File: src/hw/rtl/sfpd_pkg.sv
// Shared constants, types and command/status codes for the searchable FIFO.
package sfpd_pkg;

   localparam int DEPTH = 16;
   localparam int ADDR_W = (DEPTH > 1) ? $clog2(DEPTH) : 1;
   localparam int CNT_W = $clog2(DEPTH + 1);
   localparam int DATA_W = 32;
   localparam int POS_W = 5;
   localparam int STAT_W = 3;
   localparam int CMP_W = (CNT_W > POS_W) ? CNT_W : POS_W;

   typedef enum logic [1:0] {
      CMD_ENQUEUE = 2'd0,
      CMD_DEQUEUE = 2'd1,
      CMD_DELETE  = 2'd2,
      CMD_SEARCH  = 2'd3
   } cmd_type;

   typedef enum logic [STAT_W-1:0] {
      STAT_OK        = 3'd0,
      STAT_EMPTY     = 3'd1,
      STAT_FULL      = 3'd2,
      STAT_BAD_POS   = 3'd3,
      STAT_NOT_FOUND = 3'd4
   } status_type;

   typedef enum logic [2:0] {
      FSM_IDLE,
      FSM_DECIDE,
      FSM_READ,
      FSM_CHECK
   } fsm_type;

   // controller -> datapath
   typedef struct packed {
      logic       latch;
      logic       enq;
      logic       rd;
      logic       wr_back;
      logic       head_inc;
      logic       count_dec;
      logic       idx_inc;
      logic       finish;
      logic       take_out;
      logic       take_match;
      status_type status;
   } ctl_type;

   // datapath -> controller
   typedef struct packed {
      cmd_type cmd;
      logic    full;
      logic    empty;
      logic    pos_bad;
      logic    idx_lt_count;
      logic    idx_last;
      logic    hit;
   } sts_type;

endpackage

File: src/hw/rtl/sfpd_ctrl.sv
// Command sequencer: walks each command through a decide step and, where needed, read and check steps.
module sfpd_ctrl (
   input  logic               clock,
   input  logic               reset,
   input  logic               start,
   output logic               busy,
   input  sfpd_pkg::sts_type  sts,
   output sfpd_pkg::ctl_type  ctl
);

   sfpd_pkg::fsm_type state_ff;
   sfpd_pkg::fsm_type state_in;

   always_ff @(posedge clock) begin
      if (reset) begin
         state_ff <= sfpd_pkg::FSM_IDLE;
      end else begin
         state_ff <= state_in;
      end
   end

   always_comb begin
      state_in = state_ff;
      case (state_ff)
         sfpd_pkg::FSM_IDLE: begin
            if (start) begin
               state_in = sfpd_pkg::FSM_DECIDE;
            end
         end
         sfpd_pkg::FSM_DECIDE: begin
            state_in = sfpd_pkg::FSM_IDLE;
            case (sts.cmd)
               sfpd_pkg::CMD_DEQUEUE: begin
                  if (!sts.empty) begin
                     state_in = sfpd_pkg::FSM_READ;
                  end
               end
               sfpd_pkg::CMD_DELETE: begin
                  if (!sts.pos_bad && sts.idx_lt_count) begin
                     state_in = sfpd_pkg::FSM_READ;
                  end
               end
               sfpd_pkg::CMD_SEARCH: begin
                  if (sts.idx_lt_count) begin
                     state_in = sfpd_pkg::FSM_READ;
                  end
               end
               default: begin
                  state_in = sfpd_pkg::FSM_IDLE;
               end
            endcase
         end
         sfpd_pkg::FSM_READ: begin
            state_in = sfpd_pkg::FSM_CHECK;
         end
         sfpd_pkg::FSM_CHECK: begin
            state_in = sfpd_pkg::FSM_IDLE;
            case (sts.cmd)
               sfpd_pkg::CMD_DELETE: begin
                  if (!sts.idx_last) begin
                     state_in = sfpd_pkg::FSM_READ;
                  end
               end
               sfpd_pkg::CMD_SEARCH: begin
                  if (!sts.hit && !sts.idx_last) begin
                     state_in = sfpd_pkg::FSM_READ;
                  end
               end
               default: begin
                  state_in = sfpd_pkg::FSM_IDLE;
               end
            endcase
         end
         default: begin
            state_in = sfpd_pkg::FSM_IDLE;
         end
      endcase
   end

   always_comb begin
      ctl = '0;
      ctl.status = sfpd_pkg::STAT_OK;
      busy = (state_ff != sfpd_pkg::FSM_IDLE);
      case (state_ff)
         sfpd_pkg::FSM_IDLE: begin
            ctl.latch = start;
         end
         sfpd_pkg::FSM_DECIDE: begin
            case (sts.cmd)
               sfpd_pkg::CMD_ENQUEUE: begin
                  ctl.finish = 1'b1;
                  if (sts.full) begin
                     ctl.status = sfpd_pkg::STAT_FULL;
                  end else begin
                     ctl.enq = 1'b1;
                  end
               end
               sfpd_pkg::CMD_DEQUEUE: begin
                  if (sts.empty) begin
                     ctl.finish = 1'b1;
                     ctl.status = sfpd_pkg::STAT_EMPTY;
                  end
               end
               sfpd_pkg::CMD_DELETE: begin
                  if (sts.pos_bad) begin
                     ctl.finish = 1'b1;
                     ctl.status = sfpd_pkg::STAT_BAD_POS;
                  end else if (!sts.idx_lt_count) begin
                     // last entry: nothing to close up
                     ctl.finish = 1'b1;
                     ctl.count_dec = 1'b1;
                  end
               end
               sfpd_pkg::CMD_SEARCH: begin
                  if (!sts.idx_lt_count) begin
                     ctl.finish = 1'b1;
                     ctl.status = sfpd_pkg::STAT_NOT_FOUND;
                  end
               end
               default: begin
                  ctl.finish = 1'b0;
               end
            endcase
         end
         sfpd_pkg::FSM_READ: begin
            ctl.rd = 1'b1;
         end
         sfpd_pkg::FSM_CHECK: begin
            case (sts.cmd)
               sfpd_pkg::CMD_DEQUEUE: begin
                  ctl.finish = 1'b1;
                  ctl.take_out = 1'b1;
                  ctl.head_inc = 1'b1;
                  ctl.count_dec = 1'b1;
               end
               sfpd_pkg::CMD_DELETE: begin
                  ctl.wr_back = 1'b1;
                  if (sts.idx_last) begin
                     ctl.finish = 1'b1;
                     ctl.count_dec = 1'b1;
                  end else begin
                     ctl.idx_inc = 1'b1;
                  end
               end
               sfpd_pkg::CMD_SEARCH: begin
                  if (sts.hit) begin
                     ctl.finish = 1'b1;
                     ctl.take_match = 1'b1;
                  end else if (sts.idx_last) begin
                     ctl.finish = 1'b1;
                     ctl.status = sfpd_pkg::STAT_NOT_FOUND;
                  end else begin
                     ctl.idx_inc = 1'b1;
                  end
               end
               default: begin
                  ctl.finish = 1'b0;
               end
            endcase
         end
         default: begin
            ctl.finish = 1'b0;
         end
      endcase
   end

endmodule

File: src/hw/rtl/sfpd_datapath.sv
// Datapath: circular entry memory, head/count/index registers and result registers.
module sfpd_datapath (
   input  logic                                clock,
   input  logic                                reset,
   input  logic [1:0]                          req_command,
   input  logic signed [sfpd_pkg::DATA_W-1:0]  req_value,
   input  logic [sfpd_pkg::POS_W-1:0]          req_position,
   input  sfpd_pkg::ctl_type                   ctl,
   output sfpd_pkg::sts_type                   sts,
   output logic                                rsp_valid,
   output logic [sfpd_pkg::STAT_W-1:0]         rsp_status,
   output logic signed [sfpd_pkg::DATA_W-1:0]  rsp_out_value,
   output logic [sfpd_pkg::POS_W-1:0]          rsp_match_position,
   output logic [sfpd_pkg::POS_W-1:0]          rsp_occupancy
);

   localparam int AW = sfpd_pkg::ADDR_W;
   localparam int CW = sfpd_pkg::CNT_W;
   localparam int DW = sfpd_pkg::DATA_W;
   localparam int PW = sfpd_pkg::POS_W;
   localparam int MW = sfpd_pkg::CMP_W;
   localparam logic [CW:0] DEPTH_S = (CW + 1)'(sfpd_pkg::DEPTH);
   localparam logic [CW-1:0] DEPTH_C = CW'(sfpd_pkg::DEPTH);
   localparam logic [CW-1:0] ONE_C = CW'(1);

   logic signed [DW-1:0] mem [sfpd_pkg::DEPTH];

   logic [AW-1:0]        head_ff, head_in;
   logic [CW-1:0]        count_ff, count_in;
   logic [CW-1:0]        idx_ff, idx_in;
   sfpd_pkg::cmd_type    cmd_ff;
   logic signed [DW-1:0] value_ff;
   logic [PW-1:0]        pos_ff;
   logic signed [DW-1:0] rdata_ff;

   logic                 valid_ff;
   logic [sfpd_pkg::STAT_W-1:0] status_ff;
   logic signed [DW-1:0] out_ff;
   logic [PW-1:0]        match_ff;
   logic [PW-1:0]        occ_ff;

   logic [AW-1:0]        rd_addr;
   logic [AW-1:0]        wr_addr;
   logic [AW-1:0]        tail_addr;
   logic [AW-1:0]        back_addr;
   logic [CW-1:0]        idx_plus;

   function automatic logic [AW-1:0] wrap_addr(input logic [AW-1:0] base,
                                               input logic [CW-1:0] offs);
      logic [CW:0] sum;
      sum = (CW + 1)'(base) + (CW + 1)'(offs);
      if (sum >= DEPTH_S) begin
         sum = sum - DEPTH_S;
      end
      return sum[AW-1:0];
   endfunction

   assign idx_plus  = idx_ff + ONE_C;
   assign rd_addr   = wrap_addr(head_ff, idx_ff);
   assign tail_addr = wrap_addr(head_ff, count_ff);
   assign back_addr = wrap_addr(head_ff, idx_ff - ONE_C);
   assign wr_addr   = ctl.enq ? tail_addr : back_addr;

   always_ff @(posedge clock) begin
      if (ctl.enq || ctl.wr_back) begin
         mem[wr_addr] <= ctl.enq ? value_ff : rdata_ff;
      end
      if (ctl.rd) begin
         rdata_ff <= mem[rd_addr];
      end
   end

   always_comb begin
      head_in = head_ff;
      if (ctl.head_inc) begin
         head_in = wrap_addr(head_ff, ONE_C);
      end
      count_in = count_ff;
      if (ctl.enq) begin
         count_in = count_ff + ONE_C;
      end else if (ctl.count_dec) begin
         count_in = count_ff - ONE_C;
      end
      idx_in = idx_ff;
      if (ctl.latch) begin
         idx_in = (req_command == sfpd_pkg::CMD_DELETE) ? CW'(req_position) : '0;
      end else if (ctl.idx_inc) begin
         idx_in = idx_plus;
      end
   end

   always_ff @(posedge clock) begin
      if (reset) begin
         head_ff  <= '0;
         count_ff <= '0;
         idx_ff   <= '0;
         valid_ff <= 1'b0;
      end else begin
         head_ff  <= head_in;
         count_ff <= count_in;
         idx_ff   <= idx_in;
         valid_ff <= ctl.finish;
      end
   end

   always_ff @(posedge clock) begin
      if (ctl.latch) begin
         cmd_ff   <= sfpd_pkg::cmd_type'(req_command);
         value_ff <= req_value;
         pos_ff   <= req_position;
      end
      if (ctl.finish) begin
         status_ff <= ctl.status;
         out_ff    <= ctl.take_out ? rdata_ff : '0;
         match_ff  <= ctl.take_match ? PW'(idx_plus) : '0;
         occ_ff    <= PW'(count_in);
      end
   end

   assign sts.cmd          = cmd_ff;
   assign sts.full         = (count_ff >= DEPTH_C);
   assign sts.empty        = (count_ff == '0);
   assign sts.pos_bad      = (pos_ff == '0) || (MW'(pos_ff) > MW'(count_ff));
   assign sts.idx_lt_count = (idx_ff < count_ff);
   assign sts.idx_last     = (idx_plus >= count_ff);
   assign sts.hit          = (rdata_ff == value_ff);

   assign rsp_valid          = valid_ff;
   assign rsp_status         = status_ff;
   assign rsp_out_value      = out_ff;
   assign rsp_match_position = match_ff;
   assign rsp_occupancy      = occ_ff;

endmodule

File: src/hw/rtl/searchable_fifo_with_positional_delete_top.sv
// Searchable FIFO with positional delete: top level joining sequencer and datapath.
//
// Bounded queue of signed 32-bit words driven one command at a time. A command is
// taken when start is high and busy is low; its single result appears on the rsp_
// ports for exactly one cycle with rsp_valid high and cannot be held off, so the
// user must capture it then. Enqueue and any rejected command finish in the decide
// state; dequeue adds a read and a check state; delete at position p on n entries
// repeats read and check for each entry after p; a search repeats them until a hit
// or all n entries are examined, as the entry memory has a single read port whose
// read data is registered before compare or write-back. A new command may be
// started in the cycle that the previous result is on the outputs.
module searchable_fifo_with_positional_delete_top (
   input  logic                                clock,
   input  logic                                reset,
   input  logic                                start,
   output logic                                busy,
   input  logic [1:0]                          req_command,
   input  logic signed [sfpd_pkg::DATA_W-1:0]  req_value,
   input  logic [sfpd_pkg::POS_W-1:0]          req_position,
   output logic                                rsp_valid,
   output logic [sfpd_pkg::STAT_W-1:0]         rsp_status,
   output logic signed [sfpd_pkg::DATA_W-1:0]  rsp_out_value,
   output logic [sfpd_pkg::POS_W-1:0]          rsp_match_position,
   output logic [sfpd_pkg::POS_W-1:0]          rsp_occupancy
);

   sfpd_pkg::ctl_type ctl;
   sfpd_pkg::sts_type sts;

   sfpd_ctrl u_ctrl (
      .clock (clock),
      .reset (reset),
      .start (start),
      .busy  (busy),
      .sts   (sts),
      .ctl   (ctl)
   );

   sfpd_datapath u_datapath (
      .clock              (clock),
      .reset              (reset),
      .req_command        (req_command),
      .req_value          (req_value),
      .req_position       (req_position),
      .ctl                (ctl),
      .sts                (sts),
      .rsp_valid          (rsp_valid),
      .rsp_status         (rsp_status),
      .rsp_out_value      (rsp_out_value),
      .rsp_match_position (rsp_match_position),
      .rsp_occupancy      (rsp_occupancy)
   );

endmodule
File: config.mk
export PLATFORM = sky130hd
export DESIGN_NAME = searchable_fifo_with_positional_delete_top
export DESIGN_NICKNAME = d
export VERILOG_FILES = /design/src/hw/rtl/sfpd_pkg.sv /design/src/hw/rtl/sfpd_ctrl.sv /design/src/hw/rtl/sfpd_datapath.sv /design/src/hw/rtl/searchable_fifo_with_positional_delete_top.sv
export SDC_FILE = /design/constraint.sdc
export NUM_CORES = 1
export LEC_CHECK = 0
export CORE_ASPECT_RATIO = 1.2
export CORE_MARGIN = 3
export CORE_UTILIZATION = 37
export DETAILED_ROUTE_END_ITERATION = 6
export DONT_BUFFER_PORTS = 1
export PLACE_DENSITY = 0.6
export SLEW_MARGIN = 20
export SYNTH_ARGS = -nofsm -noshare
export SYNTH_HDL_FRONTEND = slang
export SYNTH_HIERARCHICAL = 1
export SYNTH_SLANG_ARGS = --single-unit
File: constraint.sdc
create_clock -name clock -period 5.1 [get_ports clock]
set_input_delay 1.53 -clock clock [delete_from_list [all_inputs] [get_ports clock]]
set_output_delay 1.53 -clock clock [all_outputs]
set_load 0.01 [all_outputs]
---- Yosys cells after proc, flatten, opt, wreduce, memory -nomap -nowiden ----
Memory sizes are Yosys's and may differ from the RTL's. A register that Yosys moved wholly into a read port is not among the register bits.
Index checks and enable logic that the tools add are counted.
word-level totals
  bits in registers ....................... 102
  memory bits (writable) .................. 512
  input port bits ......................... 42
  output and inout port bits .............. 47
  logic and storage cells ................. 112
  memories ................................ 1
operators by class
  add/subtract/negate cells ............... 12
  magnitude comparators ................... 8
  eq/ne operators ......................... 9
  multiplexer cells ....................... 57
  reduce and logical (&&, ||, !) cells .... 13
memory list
  memory          depth  width  rd ports  clocked after Yosys merged registers in  wr ports  line                 text
  u_datapath.mem  16     32     1         1                                        1         sfpd_datapath.sv:26  logic signed [DW-1:0] mem [sfpd_pkg::DEPTH];
operator list
  operator                                                           number
  equality test 32 bit                                               1
  2-to-1 mux 32 bit                                                  1
  2-to-1 mux 5 bit                                                   5
  2-to-1 mux 4 bit                                                   6
  one-hot mux 3 bit (4 select lines)                                 2
  2-to-1 mux 1 bit                                                   21
  adder 4 x 5 -> 6 bit                                               3
  greater-or-equal comparator 6 x 5 -> 1 bit, second input constant  3
  2-to-1 mux 2 bit                                                   9
  subtractor 4 x 1 -> 4 bit, second input constant                   4
  2-to-1 mux 3 bit                                                   4
  one-hot mux 3 bit (2 select lines)                                 2
  adder 5 x 1 -> 5 bit, second input constant                        2
  greater-or-equal comparator 5 bit, second input constant           2
  zero test 5 bit                                                    2
  subtractor 5 x 1 -> 5 bit, second input constant                   2
  one-hot mux 3 bit (3 select lines)                                 1
  one-hot mux 1 bit (2 select lines)                                 4
  equality test 2 bit, second input constant                         3
  equality test 3 x 2 -> 1 bit, second input constant                2
  adder 4 x 1 -> 5 bit, second input constant                        1
  greater-or-equal comparator 5 bit                                  1
  greater-than comparator 5 bit                                      1
  less-than comparator 5 bit                                         1
  12 further kinds                                                   16

---- Longest topological paths before layout ----
Gate-level depths: netlist (run 1).
  depth after elaboration ................. 8
  gate-level depth with buffers ........... 14
  depth with buffers taken out ............ 14

---- By module ----
Netlist (run 1), hierarchy kept.
by module, submodules not included
  module         instances  cells an instance  area each (sq um)  sequential area each (sq um)
  sfpd_datapath  1          1279               25409.4            19158.4
  sfpd_ctrl      1          61                 404.1              40.0

---- Least setup slack after synthesis (run 1) ----
Ideal clock, no wire load.
  path kind ............................... flip-flop to flip-flop
  start point ............................. register u_datapath.cmd_ff[1]
  end point ............................... memory u_datapath/mem[12][0] in the netlist's numbering, enable pin
  library setup time ...................... 0.461 ns
  arrival ................................. 4.962 ns
  required time ........................... 4.639 ns
  slack ................................... -0.323 ns
  stages on the path, launching flop included .. 14
  path buffers ............................ 3
  clock period less this slack ............ 5.423 ns
  cells stage by stage .................... edfxtp_1 > inv_1 > ha_1 > nor3b_1 > clkbuf_1 > buf_2 > buf_2 > mux2i_1 > ha_1 > a21o_1 > a21oi_1 > xnor3_2 > nand2_2 > nor3_1
RTL lines
  item                      line                  text
  start: declaration        sfpd_datapath.sv:31   sfpd_pkg::cmd_type cmd_ff;
  start signal: assignment  sfpd_datapath.sv:108  cmd_ff <= sfpd_pkg::cmd_type'(req_command);
  end: declaration          sfpd_datapath.sv:26

==> summary.txt, run 1 <==
Timing
  • Measured slew at the worst slew-check pin: about 1.0 ns
  • Fin crit period: 4.43 ns
  • Setup-failing EPs final: 0
  • Fin. max-slew vios: 0
  • Rel. slew slack: 30.3%
  • RSZ-0062 raised after global routing: no
  • Clock Skews: 0.0200 ns
  • Setup tns final: 0 ns
  • Final period util: 86.9%
  • Peak Freq: 0.226 GHz
  • Final Hold Vio Count: 0

Synth
  • Asr flop ratio synth: 0%
  • Yosys reg bits: 645
  • Count leader, synth: edfxtp_1
  • Top cell type's share of synthesized area: 73.1%
  • Top cells by count, synth: edfxtp_1 (628), mux4_2 (128), nand2_1 (86), and2_1 (66), xor2_1 (38)
  • Synth unique cells: 50
  • Syn Nets: 1417
  • Synth Warn #: 6
  • Area leader, netlist: edfxtp_1
  • Mapped Cells: 1340
  • Cell Area, Synth: approximately 26000 um2
  • Syn Area/Cell: just under 20 um2
  • Ranking of synthesized cells by area: edfxtp_1 (73%), mux4_2 (11%), and2_1 (1.6%)
  • Synth Flop Type: edfxtp_1
  • Post-synthesis sequential area ratio: 74.4%
  • Number of synthesized flops with an enable pin: 628

Clock network
  • CTS max path bufs: 3
  • CTS Buf Count: 60
  • Root buf cell: clkbuf_16
  • Clock sinks: around 650
  • CTS tree: yes
  • Worst-skew pair later-pin latency: 0.63 ns
  • Hold_buf cts: 0
  • Gates resized, CTS repair: 0
  • Clk slew on worst S/H paths: 0.06 ns
  • H-Tree Depth: 2
  • Total setup buffers inserted after CTS: 0

Cells and area
  • Layout Nets: about 1500
  • Final Util: a little over two fifths
  • Share of layout cells above drive strength 1: a little under a quarter
  • Seq. cell area: around 19000 um2
  • Synth-to-Final Area Change: 13.4%
  • Layout Cells excl Fill: about 2300
  • Multi-input gate area: 6370 um2
  • Fillers: 5901

Global route
  • GRT overflow: 0
  • Largest net degree at the start of global routing: 47
  • Initial antenna violation count: 2
  • First-pass GRT wire length: 86.7 mm
  • Vias in the first global route: 12900
  • Total GRT Usage: 16.0%

Worst setup path
  • CP max FO: 43
  • FF-to-FF Start: u_datapath/cmd_ff[1]
  • CP Capture Type: register
  • CP startpoint: u_datapath/cmd_ff[1]
  • Worst R2R Setup Slack: 0.67 ns
  • Crit Path Class: reg2reg
  • Worst EP arrival: 4.75 ns
  • Data required, critical path: 5.42 ns
  • Setup crit start kind: register

Detailed routing
  • Starting DRC count in detailed routing: 1044
  • # DRC: 0
  • Drt wl/cell: 24.8 um
  • DR vias/cell: 5.36
  • Pre-Repair DR Iteration Count: 5
  • Via count: 12500
  • Wirelength, routed: 58.0 mm
  • ANT nets after route: 0

Floorplanning
  • Die area: between 70000 and 80000 um2
  • Initial core utilization: 37.6%
  • Site Rows: 105
  • Die height: just under 300 um
  • Die width: ~250 um
  • I/O pins: just under 90
  • CORE AREA: 68700 um2

Placement
  • PortBufs: 0
  • Cells after DPL: 2224
  • GP Congestion: 0.775
  • Hpwl dp: 35.9 mm

Status
  • Status: finished, final reports clean

Job
  • Max Cap Violations: 0

Power and ir drop
  • Worst vdd ir: 0.000275 V
  • Pwr/cell area: 387 nW/um2
  • Pleak: 9.20 nW

Min path
  • Hold Startpoint: u_datapath/rdata_ff[30]
  • Hold WC Path Type: reg2reg
## stage by stage
step | instance area (um2) | hold WS, ns | setup WS [ns] | power, W
floorplan | 25800 | 0.533 | -0.323 | 0.00649
global placement | 27200 | 0.576 | 0.832 | 0.00671
detailed placement | 27200 | 0.587 | 0.672 | 0.00672
CTS | 29300 | 0.601 | 0.667 | 0.0115
global route | 29300 | 0.627 | 0.400 | 0.0117
finish | 29300 | 0.602 | 0.671 | 0.0113
## metal layers
metal / global-route usage (%) / share of wire (%)
met2: 26.8 / 50
met3: 3.05 / 5.7
met1: 21.3 / 42
met5: 0 / 0
met4: 4.90 / 2.8
## cell type report
| type | instances | share of cell area, % |
|---|---|---|
| Antenna cell | 1 | 0.00855 |
| Clock buffer | 72 | 5.43 |
| Clock inverter | 41 | 1.73 |
| Inverter | 24 | 0.308 |
| Multi-Input combinational cell | 607 | 21.8 |
| Sequential cell | 645 | 65.6 |
| Tap cell | 909 | 3.89 |
| Timing Repair Buffer | 39 | 1.26 |
## cell usage in the layout, fill, tap and decap left out, types with 2 or more instances in the layout
master and instances:
edfxtp_1 628, mux4_2 128, nand2_1 86, and2_1 66, clkbuf_16 62, xor2_1 37, a211oi_1 35, a31oi_1 33
buf_4 33, ha_1 32, mux2_2 32, inv_1 23, a21oi_1 17, dfxtp_1 17, nor2_1 15, nor2b_1 14
nor3_1 13, clkinv_2 11, bufinv_16 11, clkbuf_1 10, o21ai_0 10, nor2_4 10, nor4_1 10, clkinv_1 9
nor3_2 9, xnor2_1 9, clkinvlp_4 6, buf_12 6, nand4_1 5, nand3_1 5, nand2b_1 4, nand2_2 4
inv_6 2, o22ai_1 2, nor4b_1 2, a21o_1 2, mux2i_1 2, o31a_1 2, xnor3_2 2
## state kept, by name, indices dropped and copies added, names as in the netlist, 2 cells and up
signal                         cells
u_datapath/rsp_status              3
u_ctrl/state_ff                    2
u_datapath/rsp_occupancy           5
u_datapath/rsp_match_position      5
u_datapath/mem                   512
u_datapath/rsp_out_value          32
u_datapath/value_ff               32
u_datapath/idx_ff                  5
u_datapath/rdata_ff               32
u_datapath/count_ff                5
u_datapath/head_ff                 4
u_datapath/cmd_ff                  2
u_datapath/pos_ff                  5
## power breakdown
group / switching, W / internal (W) / leakage, nW
registers: 0.0000578 / 0.00587 / 5.81
clock network: 0.00196 / 0.00278 / 1.01
logic: 0.000398 / 0.000264 / 2.38
## critical path, cell delays in order (launching register included)
cell      delay (ns)
edfxtp_1        0.45
inv_1           0.16
ha_1            0.16
nor3b_2         0.33
buf_4           0.65
o21ai_0         0.20
ha_1            0.36
xnor2_1         0.52
nand2_1         0.39
nor2_4          0.56
buf_4           0.31
## path summary, 6_finish.rpt
kind,endpoint,cells after the start
setup / recovery,u_datapath/mem[7][16],10
hold / removal,u_datapath/rsp_out_value[30],1
setup reg to reg,u_datapath/mem[7][16],10
hold reg to reg,u_datapath/rsp_out_value[30],1
## kinds of logic after synthesis
logic type / Yosys count / synth area share, %
AO/OA/AOI/OAI: 108 / 2.75
adder cells (fa/ha/maj): 35 / 1.75
flip-flops: 645 / 74.4
multiplexers: 162 / 12.6
XOR/XNOR: 51 / 1.88
AND/OR/NAND/NOR: 251 / 4.93
buffers and inverters: 88 / 1.67
Power figures use the tool's default switching activity.
==> inputs of run 2 (changes only) <==
Settings changed: MAX_ROUTING_LAYER set to met4, PLACE_DENSITY 0.6 to unset, PLACE_DENSITY_LB_ADDON set to 0.15.
==> run 2 against run 1 <==
Clock power rose by 10%; total power rose by 4.3%; non-clock buffer count fell by 1; register-to-register slack improved by 0.17 ns; combinational power rose by 2%; flip-flop and latch count did not move; maximum frequency rose by 4.1%; clock skew rose by 0.0054 ns; critical path depth rose by 2; first-iteration DRC count fell by 21%; largest cell class unchanged.
==> summary.txt, run 2 (synthesized netlist as in run 1, its figures left out) <==
Cells and area
  • Most common cell after layout, fill and taps aside: edfxtp_1
  • Layout Cells excl Fill: 2350 (+0.51%)
  • Share of layout cells above drive strength 1: 23.1% (+0.16 points)
  • Synth-to-Final Area Change: 14.5%
  • Most frequent cells in the layout: edfxtp_1 (628), mux4_2 (128), nand2_1 (86), clkbuf_16 (72), and2_1 (66)
  • Largest register FFs: 512 (unchanged)
  • Layout Nets: 1462 (+0.55%)
  • Biggest register: u_datapath/mem
  • Final Util: 43.0% (+0.43 points)

Clock network
  • Gates resized, CTS repair: 0 (unchanged)
  • Clk slew on worst S/H paths: 0.06 ns (about the same)
  • CTS tree: yes
  • CTS Buf Count: 69 (+15%)
  • H-Tree Depth: 3 (+1)
  • Total setup buffers inserted after CTS: 0 (unchanged)
  • Hold_buf cts: 0 (unchanged)
  • CTS max path bufs: 3 (unchanged)
  • Root buf cell: clkbuf_16
  • Clock sinks: 645 (unchanged)
  • Worst-skew pair later-pin latency: 0.61 ns (-0.02 ns)

Power and ir drop
  • Pleak: 9.35 nW (+1.6%)
  • Pwr/cell area: 400 nW/um2 (+3.3%)
  • Total power: 0.0118 W (+4.3%)
  • Worst vdd ir: 0.000232 V (-16%)

Min path
  • Worst Hold Depth: 1 (unchanged)
  • Hold WC Path Type: reg2reg
  • Worst Hold End: u_datapath/rsp_out_value[12]
  • Hold Startpoint: u_datapath/rdata_ff[12]

Detailed routing
  • Wirelength, routed: 60.9 mm (+5.0%)
  • # DRC: 0 (unchanged)
  • Via count: 12400 (-1.1%)
  • DR vias/cell: 5.27 (-1.7%)
  • ANT nets after route: 0 (unchanged)
  • Drt wl/cell: 25.9 um (+4.4%)
  • Starting DRC count in detailed routing: 824 (-21%)
  • Pre-Repair DR Iteration Count: 7 (+2)

Timing
  • Measured slew at the worst slew-check pin: 0.996 ns (-0.0468 ns)
  • RSZ-0062 raised after global routing: no
  • Hold_ws: 0.599 ns (-0.00311 ns)
  • Clock Skews: 0.0254 ns (+0.00538 ns)
  • Setup-failing EPs final: 0 (unchanged)
  • Final Hold Vio Count: 0 (unchanged)
  • Rel. slew slack: 33.5% (+3.2 points)
  • Fin crit period: 4.25 ns (-0.175 ns)
  • Peak Freq: 0.235 GHz (+4.1%)
  • Final period util: 83.4% (-3.4 points)
  • Fin. max-slew vios: 0 (unchanged)

Placement
  • Cells after DPL: 2223 (-0.045%)
  • PortBufs: 0 (unchanged)
  • Hpwl dp: 35.6 mm (-0.73%)
  • GP Congestion: 0.761 (-1.8%)

Worst setup path
  • Setup crit start kind: register
  • Worst R2R Setup Slack: 0.85 ns (+0.17 ns)
  • CP Capture Type: register
  • FF-to-FF Start: u_datapath/cmd_ff[0]
  • Data required, critical path: 5.39 ns (-0.03 ns)
  • Worst EP arrival: 4.54 ns (-0.21 ns)
  • CP startpoint: u_datapath/cmd_ff[0]
  • Crit Reg-Reg Endpoint: u_datapath/mem[1][14]
  • Crit Path Class: reg2reg
  • CP max FO: 13 (-70%)
  • Worst r2r path cells: 12 (+2)

Floorplanning
  • Die area: 73000 um2 (unchanged)
  • I/O pins: 89 (unchanged)
  • Die height: 295 um (unchanged)
  • Initial core utilization: 37.6% (unchanged)
  • CORE AREA: 68700 um2 (unchanged)
  • Site Rows: 105 (unchanged)
  • Die width: 247 um (unchanged)

Job
  • Max Cap Violations: 0 (unchanged)

Status
  • Status: finished, final reports clean

Global route
  • Largest net degree at the start of global routing: 65 (+38%)
  • Total GRT Usage: 17.6% (+1.6 points)
  • First-pass GRT wire length: 89.8 mm (+3.6%)
  • GRT overflow: 0 (unchanged)
  • Vias in the first global route: 13000 (+0.96%)
  • Initial antenna violation count: 0 (-2)
## run 2: cell types whose count changed in the layout (fill, tap and decap cells not counted), sizes merged
cell,previous run,this run
clkinv,22,27
clkinvlp,6,3
clkbuf,72,82
inv,26,27
buf,39,38
## run 2: area by class of cell
class | count | area, um2
antenna | 1 | 2.50
clock buffer | 82 | 1850
clock inverter | 44 | 508
fill | 5900 | 39100
inverter | 24 | 90.1
multi-input combinational | 607 | 6370
sequential | 645 | 19200
tap | 909 | 1140
timing repair buffer | 38 | 400
## run 2: power by group
group	switching (W)	total, W	internal, W	leakage [nW]
registers	0.0000557	0.00593	0.00587	5.81
logic	0.000407	0.000673	0.000266	2.40
clock network	0.00206	0.00522	0.00315	1.14
## run 2: worst max path at each step
stage                                 end
finish              u_datapath/mem[1][14]
global placement    u_datapath/mem[1][18]
global route        u_datapath/mem[1][14]
detailed placement  u_datapath/mem[3][20]
floorplan           u_datapath/mem[12][0]
CTS                 u_datapath/mem[3][12]
## run 2: worst max-delay path, cell delays in order (launching register included)
cell	delay, ns
edfxtp_1	0.43
inv_1	0.18
ha_1	0.18
nor3b_2	0.41
nand2_1	0.15
o21ai_0	0.12
ha_1	0.20
inv_1	0.06
fa_1	0.45
xor2_1	0.49
nand2_1	0.37
nor2_4	0.57
buf_4	0.32
## run 2: stage by stage
| stage | setup WS [ns] | TNS [ns] | cell area, um2 |
|---|---|---|---|
| floorplan | -0.323 | -82.53 | 25800 |
| global placement | 0.966 | 0 | 27200 |
| detailed placement | 0.846 | 0 | 27200 |
| CTS | 0.817 | 0 | 29600 |
| global route | 0.550 | 0 | 29600 |
| finish | 0.845 | 0 | 29600 |
## run 2: routing by layer
layer / GRT usage [%] / wire length (um) / vias up
met2: 29.0 / 30800 / 236
li1: - / - / 5453
met5: - / 0 / -
met3: 3.06 / 2820 / 72
met4: 5.51 / 1410 / 0
met1: 22.2 / 25900 / 6620
==> inputs of run 3 (changes only) <==
Clock period 5.1 ns to 4.5 ns, I/O delays scaled along.
==> run 3 against run 2 <==
Combinational power increased by 17%; sequential power increased by 13%; wire length increased by 0.26%; final area about the same; clock power increased by 2%; global-route usage increased by 0.11 points; cell count increased by 0.55%; utilization about the same; register-to-register slack got worse by 0.41 ns; flip-flop and latch count unchanged; count of clock-buffer cells in the layout increased by 11.
==> summary.txt, run 3 (synthesized netlist as in run 1, its figures left out) <==
Status
  • Status: finished, final reports clean

Timing
  • Measured slew at the worst slew-check pin: 0.987 ns (-0.00853 ns)
  • Final Hold Vio Count: 0 (unchanged)
  • Rel. slew slack: 34.2% (+0.67 points)
  • Hold_ws: 0.584 ns (-0.0151 ns)
  • Setup tns final: 0 ns (unchanged)
  • Final period util: 90.3% (+6.9 points)
  • Setup-failing EPs final: 0 (unchanged)
  • Clock Skews: 0.0214 ns (-0.00401 ns)
  • Fin crit period: 4.07 ns (-0.189 ns)
  • RSZ-0062 raised after global routing: no
  • Fin. max-slew vios: 0 (unchanged)
  • Peak Freq: 0.246 GHz (+4.7%)

Global route
  • Vias in the first global route: 13300 (+1.7%)
  • GRT overflow: 0 (unchanged)
  • Largest net degree at the start of global routing: 50 (-23%)
  • First-pass GRT wire length: 90.4 mm (+0.65%)
  • Initial antenna violation count: 4 (+4)
  • Total GRT Usage: 17.7% (+0.11 points)

Detailed routing
  • DR vias/cell: 5.28 (+0.29%)
  • Wirelength, routed: 61.1 mm (+0.26%)
  • Pre-Repair DR Iteration Count: 4 (-3)
  • Starting DRC count in detailed routing: 909 (+10%)
  • # DRC: 0 (unchanged)
  • Drt wl/cell: 25.9 um (-0.29%)
  • Via count: 12500 (+0.84%)
  • ANT nets after route: 0 (unchanged)

Placement
  • Hpwl dp: 36.9 mm (+3.6%)
  • PortBufs: 0 (unchanged)
  • GP Congestion: 0.748 (-1.6%)

Power and ir drop
  • Pwr/cell area: 434 nW/um2 (+8.6%)
  • Worst vdd ir: 0.000284 V (+22%)
  • Pleak: 9.34 nW (-0.11%)

Clock network
  • Gates resized, CTS repair: 0 (unchanged)
  • Total setup buffers inserted after CTS: 0 (unchanged)
  • Worst-skew pair later-pin latency: 0.60 ns (about the same)
  • Clk slew on worst S/H paths: 0.06 ns (about the same)
  • CTS tree: yes
  • H-Tree Depth: 3 (unchanged)
  • Clock sinks: 645 (unchanged)
  • CTS max path bufs: 3 (unchanged)
  • Root buf cell: clkbuf_16
  • CTS Buf Count: 69 (unchanged)
  • Hold_buf cts: 0 (unchanged)

Worst setup path
  • Data required, critical path: 4.78 ns (-0.61 ns)
  • CP Capture Type: register
  • Setup crit start kind: register
  • CP max FO: 24 (+11)
  • Crit Path Class: reg2reg
  • Worst EP arrival: 4.34 ns (-0.20 ns)

Cells and area
  • Layout Nets: 1478 (+1.1%)
  • Most frequent cells in the layout: edfxtp_1 (628), mux4_2 (128), nand2_1 (86), clkbuf_16 (72), and2_1 (66)
  • Largest register FFs: 512 (unchanged)
  • Fillers: 5949 (+0.83%)
  • Synth-to-Final Area Change: 14.5% (about the same)
  • Final Util: 43.0% (about the same)
  • Biggest register: u_datapath/mem
  • Most common cell after layout, fill and taps aside: edfxtp_1
  • Share of layout cells above drive strength 1: 23.0% (-0.11 points)

Floorplanning
  • I/O pins: 89 (unchanged)
  • Die width: 247 um (unchanged)
  • Die height: 295 um (unchanged)
  • Die area: 73000 um2 (unchanged)
  • Initial core utilization: 37.6% (unchanged)
  • CORE AREA: 68700 um2 (unchanged)
  • Site Rows: 105 (unchanged)

Min path
  • Hold WC Path Type: reg2reg

Job
  • Max Cap Violations: 0 (unchanged)
## run 3: cell type report
type | count | area [um2] | share of cell area [%]
antenna | 3 | 7.51 | 0.0254
clock buffer | 93 | 1880 | 6.36
clock inverter | 28 | 205 | 0.694
inverter | 24 | 90.1 | 0.305
multi-input combinational | 607 | 6380 | 21.6
sequential | 645 | 19200 | 65.0
tap | 909 | 1140 | 3.85
timing repair buffer | 54 | 658 | 2.23
## run 3: per-stage QoR
step	instances	instance area, um2	power [W]	worst slack (ns)
6_report	2363	29600	0.0128	0.435
5_1_grt	2363	29600	0.0133	0.107
4_1_cts	2360	29600	0.0130	0.393
3_5_place_dp	2239	27500	0.00765	0.400
3_3_place_gp	2236	27400	0.00764	0.493
2_1_floorplan	1340	25800	0.00736	-0.923
## run 3: final timing paths
path                                   to  cells after the start  slack (ns)               startpoint
min          u_datapath/rsp_out_value[11]                      1        0.58  u_datapath/rdata_ff[11]
max reg2reg         u_datapath/mem[9][11]                     11        0.43     u_datapath/cmd_ff[1]
max                 u_datapath/mem[9][11]                     11        0.43     u_datapath/cmd_ff[1]
min reg2reg  u_datapath/rsp_out_value[11]                      1        0.58  u_datapath/rdata_ff[11]
## run 3: routing by layer
layer / track usage (%) / wire, um / vias up
met5: - / 0 / -
met4: 6.00 / 1600 / 0
met3: 2.98 / 2650 / 92
met2: 28.5 / 30300 / 275
met1: 22.9 / 26500 / 6641
li1: - / - / 5477
## run 3: power by group
group / switching (W) / internal [W] / total [W]
registers: 0.0000621 / 0.00666 / 0.00672
logic: 0.000469 / 0.000319 / 0.000788
clock network: 0.00227 / 0.00305 / 0.00532
total: 0.00280 / 0.0100 / 0.0128
## run 3: critical path, stage by stage, from the launching register on
cell and delay, ns:
edfxtp_1 0.46, inv_1 0.17, ha_1 0.16, nor3b_2 0.23, buf_4 0.32, mux2i_1 0.29
inv_1 0.08, fa_1 0.42, xor2_1 0.52, nand2_1 0.37, nor2_4 0.44, buf_12 0.27
